$ cat src/rtl/drp_pkg.sv
// Shared types and constants of the DHCP reply parser.
package drp_pkg;

  localparam int MAX_PACKET_BYTES = 1024;
  localparam int OFFSET_W         = $clog2(MAX_PACKET_BYTES + 1);
  localparam int MIN_REPLY_BYTES  = 240;

  localparam logic [7:0] BOOTP_REPLY  = 8'd2;
  localparam logic [7:0] HTYPE_ETHER  = 8'd1;
  localparam logic [7:0] HLEN_ETHER   = 8'd6;
  localparam logic [7:0] COOKIE_0     = 8'd99;
  localparam logic [7:0] COOKIE_1     = 8'd130;
  localparam logic [7:0] COOKIE_2     = 8'd83;
  localparam logic [7:0] COOKIE_3     = 8'd99;
  localparam logic [15:0] SERVER_PORT = 16'd67;
  localparam logic [15:0] CLIENT_PORT = 16'd68;

  localparam logic [7:0] OPT_PAD      = 8'd0;
  localparam logic [7:0] OPT_END      = 8'd255;
  localparam logic [7:0] OPT_SUBNET   = 8'd1;
  localparam logic [7:0] OPT_ROUTER   = 8'd3;
  localparam logic [7:0] OPT_DNS      = 8'd6;
  localparam logic [7:0] OPT_MSG_TYPE = 8'd53;
  localparam logic [7:0] OPT_SERVER   = 8'd54;

  localparam logic [7:0] MSG_OFFER    = 8'd2;
  localparam logic [7:0] MSG_ACK      = 8'd5;
  localparam logic [7:0] MSG_NAK      = 8'd6;

  // configuration register indexes
  localparam logic [1:0] REG_CLIENT_MAC = 2'd0;
  localparam logic [1:0] REG_XID        = 2'd1;
  localparam logic [1:0] REG_PHASE      = 2'd2;

  localparam logic [1:0] PHASE_SELECTING  = 2'd1;
  localparam logic [1:0] PHASE_REQUESTING = 2'd2;

  localparam logic [1:0] VERDICT_IGNORED = 2'd0;
  localparam logic [1:0] VERDICT_NO_TYPE = 2'd1;
  localparam logic [1:0] VERDICT_UPDATED = 2'd2;

  localparam logic [1:0] KIND_NONE  = 2'd0;
  localparam logic [1:0] KIND_OFFER = 2'd1;
  localparam logic [1:0] KIND_ACK   = 2'd2;
  localparam logic [1:0] KIND_NAK   = 2'd3;

  // flag bit positions for options of interest
  localparam int F_TYPE   = 0;
  localparam int F_SERVER = 1;
  localparam int F_MASK   = 2;
  localparam int F_ROUTER = 3;
  localparam int F_DNS1   = 4;
  localparam int F_DNS2   = 5;

  typedef enum logic [2:0] {
    OPT_CODE = 3'b001,
    OPT_LEN  = 3'b010,
    OPT_DATA = 3'b100
  } opt_state_t;

  typedef struct packed {
    logic [7:0]  data_byte;
    logic        last_byte;
    logic [31:0] source_ip;
    logic [15:0] source_port;
    logic [15:0] dest_port;
  } in_item_t;

  typedef struct packed {
    logic [1:0]  verdict;
    logic [1:0]  reply_kind;
    logic [31:0] offered_addr;
    logic [31:0] server_addr;
    logic [31:0] subnet_mask;
    logic [31:0] router_addr;
    logic [31:0] dns_first;
    logic [31:0] dns_second;
  } out_item_t;

  typedef struct packed {
    logic [31:0] offered_addr;
    logic [31:0] server_addr;
    logic [31:0] subnet_mask;
    logic [31:0] router_addr;
    logic [31:0] dns_first;
    logic [31:0] dns_second;
  } lease_t;

endpackage

$ cat src/rtl/dhcp_reply_parser_top.sv
// DHCP client reply parser: header checks, option walk and lease commit.
//
// The block takes one byte of a DHCP reply's UDP payload per request, at up
// to one request every cycle, and works on it in that same cycle: header
// checks, the option walk and the lease commit are short compare/shift logic
// feeding the per-packet state registers and the result register. Requests
// that are not the last byte of a packet produce nothing. The last byte (with
// source IP and ports sampled alongside it) produces exactly one result,
// visible on out_valid the cycle after acceptance and held in the result
// register until taken. The result register decouples the two sides: in_ready
// is high whenever that register is empty or is being emptied in the same
// cycle, so a stream of bytes runs at one per cycle as long as results are
// taken when offered. Each result carries the verdict, the reply kind and
// the held lease values after the packet. Configuration writes (client MAC,
// transaction id, phase) take effect at the edge they are presented;
// writing the transaction id clears the held lease. Write them only while the
// block is idle.
module dhcp_reply_parser_top
  import drp_pkg::*;
(
  input  logic        clk,
  input  logic        rst,
  input  logic        write_enable,
  input  logic [1:0]  write_index,
  input  logic [47:0] write_data,
  input  logic        in_valid,
  output logic        in_ready,
  input  in_item_t    in_data,
  output logic        out_valid,
  input  logic        out_ready,
  output out_item_t   out_data
);

  // configuration
  logic [47:0] client_mac;
  logic [31:0] transaction_id;
  logic [1:0]  client_phase;

  // per-packet state
  logic [OFFSET_W-1:0] byte_offset, byte_offset_next;
  logic                header_good, header_good_next;
  opt_state_t          opt_state, opt_state_next;
  logic [7:0]          opt_code, opt_code_next;
  logic [7:0]          opt_length, opt_length_next;
  logic [7:0]          opt_remaining, opt_remaining_next;
  logic                opt_done, opt_done_next;
  logic [63:0]         opt_data, opt_data_next;
  logic [5:0]          found, found_next;
  logic [4:0]          seen, seen_next;
  logic [7:0]          pending_type, pending_type_next;
  lease_t              pending, pending_next;

  // held lease across packets
  lease_t held, held_next;

  logic      accept;
  logic      result_load;
  out_item_t result;

  // option completion helpers
  logic        opt_complete;
  logic [3:0]  opt_n;
  logic [31:0] first4;
  logic        wanted;
  logic [4:0]  code_bit;
  logic        packet_ok;
  logic [7:0]  b;

  assign accept      = in_valid && in_ready;
  assign in_ready    = !out_valid || out_ready;
  assign result_load = accept && in_data.last_byte;
  assign b           = in_data.data_byte;

  always_comb begin
    byte_offset_next   = byte_offset;
    header_good_next   = header_good;
    opt_state_next     = opt_state;
    opt_code_next      = opt_code;
    opt_length_next    = opt_length;
    opt_remaining_next = opt_remaining;
    opt_done_next      = opt_done;
    opt_data_next      = opt_data;
    found_next         = found;
    seen_next          = seen;
    pending_type_next  = pending_type;
    pending_next       = pending;
    held_next          = held;
    opt_complete       = 1'b0;
    opt_n              = 4'd0;
    first4             = 32'd0;
    wanted             = 1'b0;
    code_bit           = 5'd0;
    packet_ok          = 1'b0;
    result             = '0;

    // Header bytes and option walk
    if (byte_offset >= OFFSET_W'(MAX_PACKET_BYTES)) begin
      header_good_next = 1'b0;
    end else begin
      byte_offset_next = byte_offset + OFFSET_W'(1);
      case (byte_offset) inside
        0: if (b != BOOTP_REPLY) header_good_next = 1'b0;
        1: if (b != HTYPE_ETHER) header_good_next = 1'b0;
        2: if (b != HLEN_ETHER)  header_good_next = 1'b0;
        [4:7]: begin
          case (byte_offset[1:0])
            2'd0:    if (b != transaction_id[31:24]) header_good_next = 1'b0;
            2'd1:    if (b != transaction_id[23:16]) header_good_next = 1'b0;
            2'd2:    if (b != transaction_id[15:8])  header_good_next = 1'b0;
            default: if (b != transaction_id[7:0])   header_good_next = 1'b0;
          endcase
        end
        [16:19]: pending_next.offered_addr = {pending.offered_addr[23:0], b};
        [28:33]: begin
          case (byte_offset[2:0])
            3'd4:    if (b != client_mac[47:40]) header_good_next = 1'b0;
            3'd5:    if (b != client_mac[39:32]) header_good_next = 1'b0;
            3'd6:    if (b != client_mac[31:24]) header_good_next = 1'b0;
            3'd7:    if (b != client_mac[23:16]) header_good_next = 1'b0;
            3'd0:    if (b != client_mac[15:8])  header_good_next = 1'b0;
            default: if (b != client_mac[7:0])   header_good_next = 1'b0;
          endcase
        end
        236: if (b != COOKIE_0) header_good_next = 1'b0;
        237: if (b != COOKIE_1) header_good_next = 1'b0;
        238: if (b != COOKIE_2) header_good_next = 1'b0;
        239: if (b != COOKIE_3) header_good_next = 1'b0;
        default: ;
      endcase

      if (byte_offset >= OFFSET_W'(MIN_REPLY_BYTES) && !opt_done) begin
        unique case (opt_state)
          OPT_CODE: begin
            if (b == OPT_END) begin
              opt_done_next = 1'b1;
            end else if (b != OPT_PAD) begin
              opt_code_next  = b;
              opt_state_next = OPT_LEN;
            end
          end
          OPT_LEN: begin
            opt_length_next    = b;
            opt_remaining_next = b;
            opt_data_next      = 64'd0;
            if (b == 8'd0) begin
              opt_complete   = 1'b1;
              opt_state_next = OPT_CODE;
            end else begin
              opt_state_next = OPT_DATA;
            end
          end
          OPT_DATA: begin
            // keep only the first eight data bytes
            if (opt_length - opt_remaining < 8'd8) opt_data_next = {opt_data[55:0], b};
            opt_remaining_next = opt_remaining - 8'd1;
            if (opt_remaining_next == 8'd0) begin
              opt_complete   = 1'b1;
              opt_state_next = OPT_CODE;
            end
          end
          default: opt_state_next = OPT_CODE;
        endcase
      end
    end

    // Option finished: first occurrence of a wanted code decides
    if (opt_complete) begin
      case (opt_code)
        OPT_MSG_TYPE: begin wanted = 1'b1; code_bit[F_TYPE]   = 1'b1; end
        OPT_SERVER:   begin wanted = 1'b1; code_bit[F_SERVER] = 1'b1; end
        OPT_SUBNET:   begin wanted = 1'b1; code_bit[F_MASK]   = 1'b1; end
        OPT_ROUTER:   begin wanted = 1'b1; code_bit[F_ROUTER] = 1'b1; end
        OPT_DNS:      begin wanted = 1'b1; code_bit[F_DNS1]   = 1'b1; end
        default:      wanted = 1'b0;
      endcase
      opt_n = (opt_length_next >= 8'd8) ? 4'd8 : opt_length_next[3:0];
      case (opt_n)
        4'd4:    first4 = opt_data_next[31:0];
        4'd5:    first4 = opt_data_next[39:8];
        4'd6:    first4 = opt_data_next[47:16];
        4'd7:    first4 = opt_data_next[55:24];
        4'd8:    first4 = opt_data_next[63:32];
        default: first4 = 32'd0;
      endcase
      if (wanted && (seen & code_bit) == 5'd0) begin
        seen_next = seen | code_bit;
        if (code_bit[F_TYPE]) begin
          if (opt_length_next == 8'd1) begin
            pending_type_next = opt_data_next[7:0];
            found_next[F_TYPE] = 1'b1;
          end
        end else if (code_bit[F_SERVER]) begin
          if (opt_length_next == 8'd4) begin
            pending_next.server_addr = first4;
            found_next[F_SERVER] = 1'b1;
          end
        end else if (code_bit[F_MASK]) begin
          if (opt_length_next == 8'd4) begin
            pending_next.subnet_mask = first4;
            found_next[F_MASK] = 1'b1;
          end
        end else if (code_bit[F_ROUTER]) begin
          if (opt_length_next >= 8'd4) begin
            pending_next.router_addr = first4;
            found_next[F_ROUTER] = 1'b1;
          end
        end else begin
          if (opt_length_next >= 8'd4) begin
            pending_next.dns_first = first4;
            found_next[F_DNS1] = 1'b1;
          end
          if (opt_length_next >= 8'd8) begin
            pending_next.dns_second = opt_data_next[31:0];
            found_next[F_DNS2] = 1'b1;
          end
        end
      end
    end

    // Packet end: commit and build the result
    if (in_data.last_byte) begin
      packet_ok = (client_phase == PHASE_SELECTING || client_phase == PHASE_REQUESTING) &&
                  in_data.source_port == SERVER_PORT && in_data.dest_port == CLIENT_PORT &&
                  byte_offset_next >= OFFSET_W'(MIN_REPLY_BYTES) && header_good_next;
      result.verdict    = VERDICT_IGNORED;
      result.reply_kind = KIND_NONE;
      if (packet_ok) begin
        if (!found_next[F_TYPE]) begin
          result.verdict = VERDICT_NO_TYPE;
        end else begin
          result.verdict         = VERDICT_UPDATED;
          held_next.offered_addr = pending_next.offered_addr;
          held_next.server_addr  = found_next[F_SERVER] ? pending_next.server_addr
                                                        : in_data.source_ip;
          if (found_next[F_MASK])   held_next.subnet_mask = pending_next.subnet_mask;
          if (found_next[F_ROUTER]) held_next.router_addr = pending_next.router_addr;
          if (found_next[F_DNS1])   held_next.dns_first   = pending_next.dns_first;
          if (found_next[F_DNS2])   held_next.dns_second  = pending_next.dns_second;
          if (pending_type_next == MSG_OFFER && client_phase == PHASE_SELECTING)
            result.reply_kind = KIND_OFFER;
          else if (pending_type_next == MSG_ACK && client_phase == PHASE_REQUESTING)
            result.reply_kind = KIND_ACK;
          else if (pending_type_next == MSG_NAK)
            result.reply_kind = KIND_NAK;
        end
      end
      result.offered_addr = held_next.offered_addr;
      result.server_addr  = held_next.server_addr;
      result.subnet_mask  = held_next.subnet_mask;
      result.router_addr  = held_next.router_addr;
      result.dns_first    = held_next.dns_first;
      result.dns_second   = held_next.dns_second;

      // drop all per-packet state for the next packet
      byte_offset_next   = '0;
      header_good_next   = 1'b1;
      opt_state_next     = OPT_CODE;
      opt_code_next      = 8'd0;
      opt_length_next    = 8'd0;
      opt_remaining_next = 8'd0;
      opt_done_next      = 1'b0;
      opt_data_next      = 64'd0;
      found_next         = 6'd0;
      seen_next          = 5'd0;
      pending_type_next  = 8'd0;
      pending_next       = '0;
    end
  end

  // Per-packet state and held lease advance only on an accepted request
  always_ff @(posedge clk) begin
    if (rst) begin
      byte_offset   <= '0;
      header_good   <= 1'b1;
      opt_state     <= OPT_CODE;
      opt_code      <= 8'd0;
      opt_length    <= 8'd0;
      opt_remaining <= 8'd0;
      opt_done      <= 1'b0;
      opt_data      <= 64'd0;
      found         <= 6'd0;
      seen          <= 5'd0;
      pending_type  <= 8'd0;
      pending       <= '0;
      held          <= '0;
    end else begin
      if (accept) begin
        byte_offset   <= byte_offset_next;
        header_good   <= header_good_next;
        opt_state     <= opt_state_next;
        opt_code      <= opt_code_next;
        opt_length    <= opt_length_next;
        opt_remaining <= opt_remaining_next;
        opt_done      <= opt_done_next;
        opt_data      <= opt_data_next;
        found         <= found_next;
        seen          <= seen_next;
        pending_type  <= pending_type_next;
        pending       <= pending_next;
        held          <= held_next;
      end
      // a new transaction id drops the old lease
      if (write_enable && write_index == REG_XID) held <= '0;
    end
  end

  // Configuration registers
  always_ff @(posedge clk) begin
    if (rst) begin
      client_mac     <= 48'd0;
      transaction_id <= 32'd0;
      client_phase   <= 2'd0;
    end else if (write_enable) begin
      unique case (write_index)
        REG_CLIENT_MAC: client_mac     <= write_data;
        REG_XID:        transaction_id <= write_data[31:0];
        REG_PHASE:      client_phase   <= write_data[1:0];
        default: ;
      endcase
    end
  end

  // Result register: load on the last byte, hold until taken
  always_ff @(posedge clk) begin
    if (rst) begin
      out_valid <= 1'b0;
    end else if (result_load) begin
      out_valid <= 1'b1;
    end else if (out_ready) begin
      out_valid <= 1'b0;
    end
  end

  always_ff @(posedge clk) begin
    if (result_load) out_data <= result;
  end

endmodule

$ cat config.mk
export PLATFORM = sky130hd
export DESIGN_NAME = dhcp_reply_parser_top
export DESIGN_NICKNAME = d
export VERILOG_FILES = /design/src/rtl/drp_pkg.sv /design/src/rtl/dhcp_reply_parser_top.sv
export SDC_FILE = /design/constraint.sdc
export NUM_CORES = 2
export LEC_CHECK = 0
export BUFFER_PORTS_ARGS = -buffer_cell sky130_fd_sc_hd__buf_2
export CORE_UTILIZATION = 35
export DETAILED_ROUTE_END_ITERATION = 16
export PLACE_DENSITY = 0.6
export SYNTH_ARGS = -nofsm -noshare
export SYNTH_HDL_FRONTEND = slang
export SYNTH_SLANG_ARGS = --single-unit
$ cat constraint.sdc
create_clock -name clk -period 23.1 [get_ports clk]
set_input_delay 4.62 -clock clk [delete_from_list [all_inputs] [get_ports clk]]
set_output_delay 4.62 -clock clk [all_outputs]
set_load 0.02 [all_outputs]
==> results.md <==
- Clk_skew: 0.0332 ns
- DR vias/cell: 5.67
- NetSw: 722 uW
- CP Capture Type: output port
- Syn. warnings: 0
- Post-DP HPWL: 79600 um
- DRT Pass-1 Iters: 8
- Post-CTS Setup Inserts: 0
- RSZ-0062 raised after global routing: no
- H-tree Lvls: 3
- CP Launch Type: input pin
- Worst skew pair latency: 0.66 ns
- Post-synthesis sequential area ratio: 48.6%
- Combinational power share: 5.8%
- Max Root-Sink Buffers: 3
- Hold_buf cts: 0
- Seq pwr share: 47.9%
- Antenna Violating Nets Remaining: 0
- GPL Wtd Cong: 0.914
- Die Wd: 325 um
- Final Critical Period: 9.69 ns
- Die area: 105000 um^2
- EDFF count, synth: 196
- Worst slew pin tran: 1.45 ns
- Number of global-route vias before repair: 29100
- Row Count: 117
- Synth area leaders: dfxtp_1 (32%), edfxtp_1 (16%), nand2_1 (5.9%)
- Net Count, Synth: 4126
- CTS Sinks: 786
- GRT Overall Usage: 22.1%
- Power per Cell Area: 71.8 nW/um^2
- Core ar.: 102000 um^2
- Total power: 3.01 mW
- Fin nets: 4249
- Top post-synthesis cells by count: dfxtp_1 (590), nand2_1 (570), nor2_1 (347), clkbuf_1 (275), a21oi_1 (261)
- CTS root buf: clkbuf_16
- Synthesized area: 36400 um^2
- Switching share of power: 24.0%
- Max layer used: met5
- Relative slew slack: 2.54%
- DR iter-0 viols: 3582
- Total grt overflow: 0
- Count leader, synth: dfxtp_1
- Synthesized flop and latch total: 786
- Metal-1 WL: 52000 um
- Most used DFF post-synth: dfxtp_1
- Mapped Avg Cell Area: 9.14 um^2
- Layout cells sized above 1: 16.1%
- P_int: 2.28 mW
- Io pins: 326
- Syn-to-layout area delta: 15.0%
- Final hold vios: 0
- WL final: 121000 um
- Achievable clock frequency: 103 MHz
- Final setup fails: 0
- Chip height: 325 um
- VDD IR max: 0.0000500 V
- Setup TNS: 0 ns
- CP Class: in -> out
- Yosys top cell area share: 32.4%
- Vias: 31400
- Reg clk slew, reported paths: 0.05 ns
- Initial Util: 35.5%
- Post-CTS sizing: 0
- Clock Power Share: 46.3%
- Critical Path AT: 5.07 ns
- Slew Limit Fails: 0
- Crit-path max FO: 4
- Global-route wire length before repair: 183000 um
- Largest net degree at the start of global routing: 135
- WL met3: 8400 um
- Initial antenna violation count: 9
- HP Class: reg -> reg
- Synth unique cells: 76
- N_diodes: 0
- Fraction of registers with async set/reset: 0%
- Synth area leader: dfxtp_1
- # DRC: 0
- Status: finished, final reports clean
- CP required: 18.48 ns
- Met2 WL: 55500 um
- Port-buffer cells: 325
- Max Cap Viol: 0
- Gate Count Post-Synth: 3983
- CTS tree: yes
- Cell leakage power: 14.5 nW
- Inserted Clock Buffers: 84
- WL/cell: 21.8 um
- Final Cycle Share: 42.0%
[cell families (layout without fill, tap and decap cells)]
group,count (synthesis),after routing,synth area share [%]
multiplexers,252,252,7.23
flip-flops,786,786,48.6
buffers and inverters,404,595,4.42
AO/OA/AOI/OAI,1105,1105,20.6
AND/OR/NAND/NOR,1331,1331,16.5
XOR/XNOR,90,90,2.16
adder cells (fa/ha/maj),15,15,0.515
[layout make-up]
type / count / area [um^2]
inverters: 43 / 169
well taps: 1368 / 1710
fillers: 10200 / 60600
flip-flops and latches: 786 / 17700
clock inverters: 47 / 480
repair buffers: 398 / 2200
clock buffers: 107 / 2340
multi-input cells: 2793 / 17300
[metal layers]
| layer | vias to the layer above | track usage, % |
|---|---|---|
| met5 | - | 0 |
| met1 | 15200 | 30.0 |
| met3 | 263 | 3.53 |
| met2 | 1198 | 34.9 |
| met4 | 6 | 9.28 |
| li1 | 14700 | - |
[state kept, by name (all words and copies together), names as in the netlist]
signal	cells
transaction_id	32
opt_state	3
pending	192
client_mac	48
seen	5
found	6
opt_remaining	8
byte_offset	11
out_valid	1
opt_data	64
header_good	1
opt_done	1
opt_code	8
client_phase	2
out_data	196
pending_type	8
opt_length	8
held	192
[final timing paths]
kind | cells past startpoint | to | startpoint | slack (ns)
max | 3 | in_ready | out_ready | 13.41
min | 2 | opt_code[3] | opt_code[3] | 0.45
max reg2reg | 10 | out_data[81] | byte_offset[4] | 17.79
min reg2reg | 2 | opt_code[3] | opt_code[3] | 0.45
[power groups by stage]
stage | Clock (mW) | Sequential (mW) | Combinational [mW]
2_1_floorplan | 0 | 1.49 | 0.0811
3_3_place_gp | 0 | 1.47 | 0.173
3_5_place_dp | 0 | 1.47 | 0.174
4_1_cts | 1.41 | 1.44 | 0.174
5_1_grt | 1.47 | 1.44 | 0.185
6_report | 1.39 | 1.44 | 0.174
[layout by cell type (no fill, tap or decap), types with 8 or more instances in the layout]
| master | instances |
|---|---|
| a211oi_1 | 34 |
| a21oi_1 | 258 |
| a221oi_1 | 31 |
| a222oi_1 | 17 |
| a22o_1 | 140 |
| a22oi_1 | 174 |
| a31oi_1 | 18 |
| and2_1 | 25 |
| and3_1 | 20 |
| buf_2 | 323 |
| buf_4 | 73 |
| bufinv_16 | 8 |
| clkbuf_1 | 11 |
| clkbuf_16 | 87 |
| clkbuf_8 | 10 |
| clkinv_1 | 12 |
| clkinv_2 | 17 |
| dfxtp_1 | 589 |
| edfxtp_1 | 196 |
| ha_1 | 15 |
| inv_1 | 41 |
| mux2_2 | 88 |
| mux2i_1 | 162 |
| nand2_1 | 570 |
| nand2b_1 | 19 |
| nand3_1 | 109 |
| nand3b_1 | 9 |
| nand4_1 | 69 |
| nor2_1 | 341 |
| nor2b_1 | 35 |
| nor3_1 | 37 |
| nor4_1 | 21 |
| o211ai_1 | 8 |
| o21ai_0 | 222 |
| o21ai_1 | 8 |
| o2bb2ai_1 | 124 |
| or3_1 | 13 |
| xnor2_1 | 75 |
| xor2_1 | 15 |
[worst max-delay path, cell delays in order]
cell	delay, ns
buf_2	0.09
nand2b_1	0.18
buf_2	0.18
[metrics by stage]
| step | instance area, um^2 | hold WS [ns] | instances | setup WS [ns] | utilization, % |
|---|---|---|---|---|---|
| finish | 41900 | 0.448 | 5542 | 13.41 | 40.9 |
| global route | 41900 | 0.471 | 5542 | 13.36 | 40.9 |
| CTS | 41900 | 0.453 | 5542 | 13.40 | 40.9 |
| detailed placement | 39100 | 0.441 | 5388 | 13.41 | 38.1 |
| global placement | 39100 | 0.433 | 5388 | 13.42 | 38.1 |
| floorplan | 36400 | 0.424 | 3983 | 11.25 | - |
Note: power is estimated with default switching activity, not from simulation.
